**config.mk**
```make
export PLATFORM = sky130hd
export DESIGN_NAME = xterm_nearest_color_search
export DESIGN_NICKNAME = d
export VERILOG_FILES = /design/src/xncs_pkg.sv /design/src/xncs_dist.sv /design/src/xterm_nearest_color_search.sv
export SDC_FILE = /design/constraint.sdc
export NUM_CORES = 1
export LEC_CHECK = 0
export BUFFER_PORTS_ARGS = -buffer_cell sky130_fd_sc_hd__buf_4
export CORE_MARGIN = 2
export CORE_UTILIZATION = 40
export CTS_CLUSTER_DIAMETER = 50
export DETAILED_ROUTE_END_ITERATION = 10
export PLACE_DENSITY = 0.53
export SLEW_MARGIN = 30
export SYNTH_ARGS = -nofsm -noshare
export SYNTH_HDL_FRONTEND = slang
export SYNTH_SLANG_ARGS = --single-unit
```
**constraint.sdc**
```tcl
create_clock -name clk -period 5.7 [get_ports clk]
set_clock_uncertainty 0.05 [all_clocks]
set_input_delay 0.855 -clock clk [delete_from_list [all_inputs] [get_ports clk]]
set_output_delay 0.855 -clock clk [all_outputs]
set_load 0.02 [all_outputs]
```
**src/xncs_pkg.sv**
```systemverilog
// Shared types, constants and palette helpers for the xterm nearest color search.
package xncs_pkg;

    typedef struct packed {
        logic [7:0] red;
        logic [7:0] green;
        logic [7:0] blue;
    } xncs_rgb_t;

    // Per-cycle command from the sequencer to the distance unit
    typedef struct packed {
        logic       start;
        logic       valid;
        logic       last;
        logic [7:0] index;
    } xncs_ctl_t;

    localparam logic        ACT_LOAD   = 1'b0;
    localparam logic        ACT_QUERY  = 1'b1;

    localparam logic [7:0]  CUBE_BASE  = 8'd16;
    localparam logic [7:0]  GREY_BASE  = 8'd232;
    localparam logic [7:0]  PAL_LAST   = 8'd255;
    localparam logic [7:0]  GREY_START = 8'd8;
    localparam logic [7:0]  GREY_STEP  = 8'd10;
    localparam logic [2:0]  CUBE_MAX   = 3'd5;
    localparam logic [17:0] DIST_START = 18'd195076;
    localparam logic [17:0] DIST_MAX   = 18'd195075;

    // Channel level of cube coordinate k: zero, else 55 + 40k
    function automatic logic [7:0] cube_level(input logic [2:0] k);
        logic [7:0] lvl;
        case (k)
            3'd0:    lvl = 8'd0;
            3'd1:    lvl = 8'd95;
            3'd2:    lvl = 8'd135;
            3'd3:    lvl = 8'd175;
            3'd4:    lvl = 8'd215;
            3'd5:    lvl = 8'd255;
            default: lvl = 8'd0;
        endcase
        return lvl;
    endfunction

    function automatic logic [7:0] abs_diff(input logic [7:0] a, input logic [7:0] b);
        return (a > b) ? (a - b) : (b - a);
    endfunction

endpackage

```
**src/xncs_dist.sv**
```systemverilog
// Pipelined squared-distance unit with running minimum over a palette scan.
module xncs_dist (
    input  logic              clk,
    input  logic              rst_n,
    input  xncs_pkg::xncs_ctl_t ctl,
    input  xncs_pkg::xncs_rgb_t cand,
    input  xncs_pkg::xncs_rgb_t query,
    output logic              done,
    output logic [7:0]        best_index,
    output logic [17:0]       best_dist
);
    import xncs_pkg::*;

    // stage 1: channel differences
    logic        s1_valid_reg;
    logic        s1_last_reg;
    logic [7:0]  s1_index_reg;
    logic [7:0]  s1_dr_reg, s1_dg_reg, s1_db_reg;
    // stage 2: squares
    logic        s2_valid_reg;
    logic        s2_last_reg;
    logic [7:0]  s2_index_reg;
    logic [15:0] s2_sr_reg, s2_sg_reg, s2_sb_reg;
    // stage 3: sum and compare
    logic [17:0] sum;
    logic [17:0] best_dist_reg;
    logic [7:0]  best_index_reg;
    logic        done_reg;

    always_ff @(posedge clk or negedge rst_n)
    begin
        if (!rst_n)
        begin
            s1_valid_reg <= 1'b0;
            s1_last_reg  <= 1'b0;
            s2_valid_reg <= 1'b0;
            s2_last_reg  <= 1'b0;
            done_reg     <= 1'b0;
        end
        else
        begin
            s1_valid_reg <= ctl.valid;
            s1_last_reg  <= ctl.valid & ctl.last;
            s2_valid_reg <= s1_valid_reg;
            s2_last_reg  <= s1_valid_reg & s1_last_reg;
            done_reg     <= s2_valid_reg & s2_last_reg;
        end
    end

    always_ff @(posedge clk)
    begin
        s1_index_reg <= ctl.index;
        s1_dr_reg    <= abs_diff(query.red, cand.red);
        s1_dg_reg    <= abs_diff(query.green, cand.green);
        s1_db_reg    <= abs_diff(query.blue, cand.blue);
        s2_index_reg <= s1_index_reg;
        s2_sr_reg    <= s1_dr_reg * s1_dr_reg;
        s2_sg_reg    <= s1_dg_reg * s1_dg_reg;
        s2_sb_reg    <= s1_db_reg * s1_db_reg;
    end

    assign sum = 18'(s2_sr_reg) + 18'(s2_sg_reg) + 18'(s2_sb_reg);

    // Strict less-than keeps the lowest index on ties
    always_ff @(posedge clk)
    begin
        if (ctl.start)
        begin
            best_dist_reg  <= DIST_START;
            best_index_reg <= '0;
        end
        else if (s2_valid_reg && (sum < best_dist_reg))
        begin
            best_dist_reg  <= sum;
            best_index_reg <= s2_index_reg;
        end
    end

    assign done       = done_reg;
    assign best_index = best_index_reg;
    assign best_dist  = best_dist_reg;

endmodule

```
**src/xterm_nearest_color_search.sv**
```systemverilog
// Top level: xterm 256-color nearest match with loadable system colors.
// A load transfer (tuser = 0) writes one of the 16 system colors and gives no
// result; slots at or above SYSTEM_COLORS are ignored and those indices search as black.
// A query transfer (tuser = 1) scans palette indices 0 to 255, one per cycle, through a
// three-stage distance unit (difference, square, sum and compare); s_tready stays low
// until the result has been moved to the output register, so a new query is taken only
// after the last one is through. If the previous result still waits in the output
// register, the new one holds and s_tready stays low until m_tready takes the old one. The
// cube and grey ramp entries are generated by counters, not stored. The system table resets
// to black. The result sits in an output register, so the next transfer is taken while it
// waits.
module xterm_nearest_color_search #(
    parameter int SYSTEM_COLORS = 16
) (
    input  logic        clk,
    input  logic        rst_n,
    input  logic        s_tvalid,
    output logic        s_tready,
    input  logic [31:0] s_tdata,  // slot[3:0], red[11:4], green[19:12], blue[27:20], zero
    input  logic        s_tuser,  // action (0 load, 1 query)
    output logic        m_tvalid,
    input  logic        m_tready,
    output logic [31:0] m_tdata   // color_index[7:0], best_distance[25:8], zero
);
    import xncs_pkg::*;

    localparam logic [8:0] SYS_LIMIT  = 9'(SYSTEM_COLORS);
    localparam logic [4:0] SLOT_LIMIT = 5'(SYSTEM_COLORS);

    typedef enum logic [1:0] {ST_IDLE, ST_SCAN, ST_DRAIN, ST_OUT} state_t;

    state_t      state_reg, state_next;
    logic        m_tvalid_reg, m_tvalid_next;
    logic [7:0]  out_index_reg, out_index_next;
    logic [17:0] out_dist_reg, out_dist_next;

    logic [3:0]  in_slot;
    xncs_rgb_t   in_color;
    logic        in_xfer;
    logic        load_xfer;
    logic        query_xfer;

    xncs_rgb_t   pal_reg [16];
    xncs_rgb_t   query_reg;
    logic [7:0]  idx_reg;
    logic [2:0]  cr_reg, cg_reg, cb_reg;
    logic [7:0]  grey_reg;
    logic        in_cube;
    xncs_rgb_t   cand;
    xncs_ctl_t   ctl;

    logic        dist_done;
    logic [7:0]  dist_index;
    logic [17:0] dist_value;

    assign in_slot        = s_tdata[3:0];
    assign in_color.red   = s_tdata[11:4];
    assign in_color.green = s_tdata[19:12];
    assign in_color.blue  = s_tdata[27:20];

    assign s_tready   = (state_reg == ST_IDLE);
    assign in_xfer    = s_tvalid & s_tready;
    assign load_xfer  = in_xfer & (s_tuser == ACT_LOAD);
    assign query_xfer = in_xfer & (s_tuser == ACT_QUERY);

    // System color table
    always_ff @(posedge clk or negedge rst_n)
    begin
        if (!rst_n)
        begin
            for (int i = 0; i < 16; i++)
            begin
                pal_reg[i] <= '0;
            end
        end
        else if (load_xfer && ({1'b0, in_slot} < SLOT_LIMIT))
        begin
            pal_reg[in_slot] <= in_color;
        end
    end

    always_ff @(posedge clk)
    begin
        if (query_xfer)
        begin
            query_reg <= in_color;
        end
    end

    // Scan index and palette generators
    assign in_cube = (idx_reg >= CUBE_BASE) && (idx_reg < GREY_BASE);

    always_ff @(posedge clk or negedge rst_n)
    begin
        if (!rst_n)
        begin
            idx_reg  <= '0;
            cr_reg   <= '0;
            cg_reg   <= '0;
            cb_reg   <= '0;
            grey_reg <= GREY_START;
        end
        else if (query_xfer)
        begin
            idx_reg  <= '0;
            cr_reg   <= '0;
            cg_reg   <= '0;
            cb_reg   <= '0;
            grey_reg <= GREY_START;
        end
        else if (state_reg == ST_SCAN)
        begin
            idx_reg <= idx_reg + 8'd1;
            if (in_cube)
            begin
                if (cb_reg == CUBE_MAX)
                begin
                    cb_reg <= '0;
                    if (cg_reg == CUBE_MAX)
                    begin
                        cg_reg <= '0;
                        cr_reg <= cr_reg + 3'd1;
                    end
                    else
                    begin
                        cg_reg <= cg_reg + 3'd1;
                    end
                end
                else
                begin
                    cb_reg <= cb_reg + 3'd1;
                end
            end
            else if (idx_reg >= GREY_BASE)
            begin
                grey_reg <= grey_reg + GREY_STEP;
            end
        end
    end

    always_comb
    begin
        if (idx_reg < CUBE_BASE)
        begin
            cand = ({1'b0, idx_reg} < SYS_LIMIT) ? pal_reg[idx_reg[3:0]] : '0;
        end
        else if (in_cube)
        begin
            cand.red   = cube_level(cr_reg);
            cand.green = cube_level(cg_reg);
            cand.blue  = cube_level(cb_reg);
        end
        else
        begin
            cand.red   = grey_reg;
            cand.green = grey_reg;
            cand.blue  = grey_reg;
        end
    end

    assign ctl.start = query_xfer;
    assign ctl.valid = (state_reg == ST_SCAN);
    assign ctl.last  = (idx_reg == PAL_LAST);
    assign ctl.index = idx_reg;

    xncs_dist u_dist (
        .clk        (clk),
        .rst_n      (rst_n),
        .ctl        (ctl),
        .cand       (cand),
        .query      (query_reg),
        .done       (dist_done),
        .best_index (dist_index),
        .best_dist  (dist_value)
    );

    always_comb
    begin
        state_next     = state_reg;
        m_tvalid_next  = m_tvalid_reg;
        out_index_next = out_index_reg;
        out_dist_next  = out_dist_reg;
        if (m_tvalid_reg && m_tready)
        begin
            m_tvalid_next = 1'b0;
        end
        case (state_reg)
            ST_IDLE:
            begin
                if (query_xfer)
                begin
                    state_next = ST_SCAN;
                end
            end
            ST_SCAN:
            begin
                if (idx_reg == PAL_LAST)
                begin
                    state_next = ST_DRAIN;
                end
            end
            ST_DRAIN:
            begin
                if (dist_done)
                begin
                    state_next = ST_OUT;
                end
            end
            ST_OUT:
            begin
                // hold until the previous result has been taken
                if (!m_tvalid_reg || m_tready)
                begin
                    m_tvalid_next  = 1'b1;
                    out_index_next = dist_index;
                    out_dist_next  = dist_value;
                    state_next     = ST_IDLE;
                end
            end
            default:
            begin
                state_next = ST_IDLE;
            end
        endcase
    end

    always_ff @(posedge clk or negedge rst_n)
    begin
        if (!rst_n)
        begin
            state_reg     <= ST_IDLE;
            m_tvalid_reg  <= 1'b0;
            out_index_reg <= '0;
            out_dist_reg  <= '0;
        end
        else
        begin
            state_reg     <= state_next;
            m_tvalid_reg  <= m_tvalid_next;
            out_index_reg <= out_index_next;
            out_dist_reg  <= out_dist_next;
        end
    end

    assign m_tvalid = m_tvalid_reg;
    assign m_tdata  = {6'd0, out_dist_reg, out_index_reg};

endmodule

```
# Yosys cells after proc, flatten, opt, wreduce, memory -nomap -nowiden

Index checks and enable logic that the tools add are counted.

Magnitude comparators: 12
$add $sub $neg: 13
Reductions and logical operators: 18
Bitwise operators: 9
Equality and inequality tests: 24
$mul: 3
Multiplexer cells: 43

Operators by type and width:

| operator                                                                     | count |
|---|---|
| 384-bit bitwise mux                                                          | 1 |
| 24-bit 2-to-1 mux                                                            | 6 |
| 8-bit one-hot mux with 5 select lines                                        | 3 |
| 24-bit binary-select mux with 4-bit select                                   | 1 |
| 24-bit demux with 4-bit select                                               | 1 |
| 8-bit 2-to-1 mux                                                             | 9 |
| 8-bit by 8-bit multiplier with 16-bit output                                 | 3 |
| 8-bit subtractor                                                             | 6 |
| 3-bit 2-to-1 mux                                                             | 14 |
| 8-bit greater-than comparator                                                | 3 |
| 18-bit by 16-bit adder with 18-bit output                                    | 1 |
| 3-bit by 2-bit == test with 1-bit output, second input constant              | 6 |
| 3-bit == test, second input constant                                         | 6 |
| 18-bit less-than comparator                                                  | 1 |
| 16-bit by 16-bit adder with 17-bit output                                    | 1 |
| 8-bit by 5-bit less-than comparator with 1-bit output, second input constant | 2 |
| 5-bit greater-or-equal comparator, second input constant                     | 2 |
| 4-bit NOT with 5-bit output                                                  | 2 |
| 2-bit nonzero test                                                           | 5 |
| 3-bit by 1-bit adder with 3-bit output, second input constant                | 3 |
| 3-bit by 1-bit == test with 1-bit output, second input constant              | 3 |
| 8-bit by 1-bit adder with 8-bit output, second input constant                | 1 |
| 8-bit by 4-bit adder with 8-bit output, second input constant                | 1 |
| 8-bit == test, second input constant                                         | 1 |
| 20 further kinds                                                             | 40 |

Register bits after elaboration: 581
Input port bits: 37
Output and inout port bits: 34
Logic and storage cells: 197

# Longest topological paths before layout

Word-level depth: 8
Depth in mapped cells: 26

# Hierarchy

Synthesis repeated with hierarchy kept, for this count alone.

Cell total of the unflattened synthesis: 2626
Area, all modules: 32287.2 µm²

Modules (own cells, without submodules):

| module                     | cells each | area each (µm²) | times used | sequential area each (µm²) |
|---|---|---|---|---|
| xterm_nearest_color_search | 1395       | 21122.8         | 1          | 11657.4 |
| xncs_dist                  | 1231       | 11164.5         | 1          | 2347.3 |

# Worst setup path before layout

Ideal clock, no wire load.

Path type: register to register
Start: register u_dist.s2_sg_reg[2]
End: register u_dist.best_dist_reg[10], in the netlist u_dist.best_dist[10]
Setup slack: 0.899 ns
Arrival time: 4.624 ns
Buffers on the path: 2
Period minus slack after synthesis: 4.801 ns
Stages on the path, launching flop included: 25
Setup time: 0.128 ns
Cell sequence: dfxtp_1 ha_1 inv_1 fa_1 nor2b_1 o2111ai_1 and4b_1 a21oi_1 a21o_1 a21oi_1 xnor2_1 ha_1 a21oi_1 or3b_2 and4bb_2 ha_1 a21oi_1 nor2b_1 o21ai_0 o2111ai_1 a21oi_1 buf_2 buf_2 mux2i_1 nor2_1

Word-level cells in the longest chain between the ends: 4

Ends and longest elaborated chain:

| what                                      | RTL line        | source |
|---|---|---|
| from (decl)                               | xncs_dist.sv:23 | `logic [15:0] s2_sr_reg, s2_sg_reg, s2_sb_reg;` |
| from (signal assigned)                    | xncs_dist.sv:58 | `s2_sg_reg <= s1_dg_reg * s1_dg_reg;` |
| 16-bit by 16-bit adder with 17-bit output | xncs_dist.sv:62 | `assign sum = 18'(s2_sr_reg) + 18'(s2_sg_reg) + 18'(s2_sb_reg);` |
| 18-bit by 16-bit adder with 18-bit output | xncs_dist.sv:62 |  |
| net u_dist.sum[15]                        | xncs_dist.sv:25 | `logic [17:0] sum;` |
| 18-bit less-than comparator               | xncs_dist.sv:72 | `else if (s2_valid_reg && (sum < best_dist_reg))` |
| 1-bit logical AND                         | xncs_dist.sv:72 |  |
| to (signal assigned)                      | xncs_dist.sv:74 | `best_dist_reg <= sum;` |
| to (decl)                                 | xncs_dist.sv:26 | `logic [17:0] best_dist_reg;` |

The timed path passes the listed nets, and every way through them passes these cells.
A chain may end at the register's enable or synchronous reset.

# Worst setup path in the final report

Start: register u_dist.s2_sg_reg[2]
End: register u_dist.best_dist_reg[7], in the netlist u_dist.best_dist[7]

Same word-level chain as after synthesis.

==> summary.md <==
| Metric | Value |
|---|---|
| Proportion of synthesized area in mux cells | between 20% and 30% |
| IO Port Bufs | 60 |
| Mapped cell area | 31,800 sq um |
| Hold Crit Class | in2async |
| Commonest non-fill, non-tap cell in the layout | dfrtp_1 |
| Wire length of the first global-routing pass | 120,000 um |
| Final WL | around 75,000 um |
| P per Cell Area | between 200 and 300 nW/um^2 |
| Ys async rst share | around 77% |
| Leading cell types in the layout, fill and taps excluded | dfrtp_1 (437), mux2_2 (405), inv_1 (196) |
| Post-route design area | 36,300 sq um |
| CP cell instances | ha_1 -> inv_1 -> fa_1 -> nor2b_1 -> o2111ai_1 -> and4b_1 -> o21bai_1 -> a21oi_1 -> xnor2_1 -> ha_1 -> a21oi_1 -> nand2_1 -> o21ai_0 -> nor4b_1 -> and4bb_2 -> ha_1 -> a21oi_1 -> nor2b_1 -> o21ai_0 -> o2111ai_1 -> a21oi_4 -> buf_4 -> mux2i_1 -> nor2_1 |
| Synth Area in XOR/XNOR | approximately 3% |
| Layout cells sized above 1 | between 20 and 30% |
| GP Congestion | 0.810 |
| Antenna Cells | 0 |
| Crit share post-route | about nine tenths |
| Unique cell type count in the Yosys netlist | 74 |
| CP endpoint kind | flip-flop |
| DR vias | ~20,000 |
| Number of max-cap violations | 0 |
| FF+latch area | ~14,000 sq um |
| Post-Route Setup TNS | 0 ps |
| Simple-gate share of the synthesized area | between 6 and 7% |
| Crit start category | flip-flop |
| Fillers | 7,120 |
| Slowest stage delay, CP | 430 ps |
| Vias per std cell | about 5.3 |
| Worst slew margin | 36.5% |
| Seq/Total Area, Yosys | 44.0% |
| Die Wd | between 200 and 300 um |
| DRC | 0 |
| Post-synth EDFFs | 24 |
| Io pins | between 70 and 80 |
| Routed Antenna Nets | 0 |
| Clock latency on the worst-skew pair | around 620 ps |
| Critical Path Fanout Max | 23 |
| Area growth from synthesis to layout | 14.0% |
| Util after Layout | between 40% and 50% |
| Seq cells post-synth | 577 |
| Starting Density | about two fifths |
| Syn_area_per_cell | 12.4 sq um |
| Largest net degree at the start of global routing | 110 |
| Synth Area in Adders | 12.7% |
| Vias in the first global route | around 21,000 |
| Fmax | about 190 MHz |
| Die height | 286 um |
| Post-Syn Instances | 2,571 |
| Initial DRC Count | 1,013 |
| Ys flop type | dfrtp_1 |
| CTS Buf Count | 78 |
| VDD IR max | roughly 0.0002 V |
| CP required | around 6000 ps |
| Max reg flops | 384 |
| Wire per inst | between 15 and 20 um |
| P_leak | 17.8 nW |
| DP HPWL | about 49,000 um |
| Synth Warn # | 0 |
| Worst-margin pin slew | between 900 and 1000 ps |
| Sum of buffers and inverters on the critical path | 2 |
| NumNets Final | slightly below 3,000 |
| Crit path max-delay family | compound AO/OA/AOI/OAI gates |
| RSZ-0062 raised after global routing | no |
| Clk buf depth | 3 |
| Clk sinks | between 500 and 600 |
| Min Clock Period, post-route | 5240 ps |
| CTS Hold Bufs | 0 |
| Area of the multi-input gates | 16,600 sq um |
| Tot GR Track Use | a little under a fifth |
| Core area | 78,900 sq um |
| Outcome | finished clean |
| Placed Area | around 34,000 sq um |
| Antenna violations before repair | 1 |
| Final hold viol count | 0 |
| Slowest CP cell | o21ai_0 |
| Drt first pass iters | 5 |
| CTS clock-pin slew for the worst setup and hold paths | about 60 ps |
| Largest family of logic cells by synthesized area | multiplexers |
| Die area | roughly 80,000 sq um |
| Worst Path Arrival | about 5700 ps |
| Synth Area in Compound Gates | under 10% |
| Remaining global-route overflow | 0 |
| WS Path Type | reg2reg |
| Hold WS | 48.2 ps |
| Max Slew Vio Count | 0 |
| Root Buffer | clkbuf_16 |
| Number of cell rows | roughly 100 |
| Final setup viols | 0 |
| CTS tree | done |
| CTS HTree Levels | 3 |
[power by group]
part / total, mW / switching [mW] / internal (mW)
Combinational: 0.169 / 0.130 / 0.0388
Sequential: 4.11 / 0.000682 / 4.11
Clock: 5.06 / 1.93 / 3.13
Total: 9.34 / 2.06 / 7.28
[cell type report]
class	count	share of cell area, %
multi-input combinational	1676	45.8
clock inverter	40	1.54
tap	1050	3.62
timing repair buffer	103	2.42
clock buffer	102	5.97
sequential	577	38.7
inverter	197	2.04
[routing by layer]
metal,part of all wire (%),routed length [um],vias to the layer above,global-route usage [%]
met3,3.4,2550,110,2.79
li1,-,-,9165,-
met4,2.5,1910,2,6.28
met5,0.017,13,-,0
met1,45,33600,10153,24.5
met2,49,36700,300,32.0
[worst paths after layout]
| path | startpoint | end | slack, ps | depth (start not counted) |
|---|---|---|---|---|
| min in group clk | u_dist.s1_index_reg[7]$_DFF_P_ | u_dist.s2_index_reg[7]$_DFF_P_ | 270 | 0 |
| max | u_dist.s2_sg_reg[2]$_DFF_P_ | u_dist.best_dist[7]$_SDFFE_PP0P_ | 460 | 24 |
| max reg2reg | u_dist.s2_sg_reg[2]$_DFF_P_ | u_dist.best_dist[7]$_SDFFE_PP0P_ | 460 | 24 |
| max in group asynchronous | rst_n | pal_reg[133]$_DFFE_PN0P_ | 4080 | 3 |
| min reg2reg | u_dist.s1_index_reg[7]$_DFF_P_ | u_dist.s2_index_reg[7]$_DFF_P_ | 270 | 0 |
| min | rst_n | u_dist.s2_last_reg$_DFF_PN0_ | 50 | 1 |
[cells by family after synthesis]
group                    count (synthesis)
other                                    1
AND/OR/NAND/NOR                        422
XOR/XNOR                               108
flip-flops                             577
adder cells (fa/ha/maj)                274
multiplexers                           556
AO/OA/AOI/OAI                          306
buffers and inverters                  327
[synthesized netlist by cell type (7+ instances only)]
master      n  area share, %
nor2b_1    17           0.33
fa_1       83            5.2
a21o_1     49            1.2
ha_1      191            7.5
mux4_2    114            8.1
o31a_1      7           0.19
xnor2_1    75            2.1
nand3_1    17           0.27
nor2_1    138            1.6
buf_2      31           0.49
nor3_1     16           0.25
o211ai_1   17           0.40
o21ai_0    61           0.96
inv_1     197            2.3
edfxtp_1   24            2.3
and2_1     57            1.1
nand2b_1   12           0.24
a31oi_1    10           0.20
a21oi_1    93            1.5
mux2i_1    37            1.2
a211oi_1   13           0.31
dfrtp_1   441             35
dfxtp_1   111            7.0
nand2_1   114            1.3
mux2_2    405             14
xor2_1     33           0.91
o21a_1     13           0.31
buf_4      10           0.24
clkbuf_1   78           0.92
[stage by stage]
stage / total power [mW] / setup WS, ps / std cells
floorplan: 4.24 / 899 / 2580
global placement: 4.35 / 397 / 3602
detailed placement: 4.36 / 347 / 3602
CTS: 9.46 / 321 / 3744
global route: 9.68 / 0.143 / 3745
finish: 9.34 / 456 / 3745
[worst reg2reg max path, cell delays in order, from the launching register on]
cell	delay, ps
dfxtp_1	310
ha_1	160
inv_1	60
fa_1	400
nor2b_1	170
o2111ai_1	110
and4b_1	240
o21bai_1	140
a21oi_1	100
xnor2_1	290
ha_1	320
a21oi_1	180
nand2_1	120
o21ai_0	430
nor4b_1	150
and4bb_2	350
ha_1	250
a21oi_1	130
nor2b_1	50
o21ai_0	170
o2111ai_1	190
a21oi_4	160
buf_4	300
mux2i_1	240
nor2_1	50
[repair_timing]
item / CTS / global route
buffers inserted: 0 / 0
setup endpoints to repair: 0 / 16
resized for setup: 0 / 1
No activity file was read; power rests on OpenSTA's default activity.
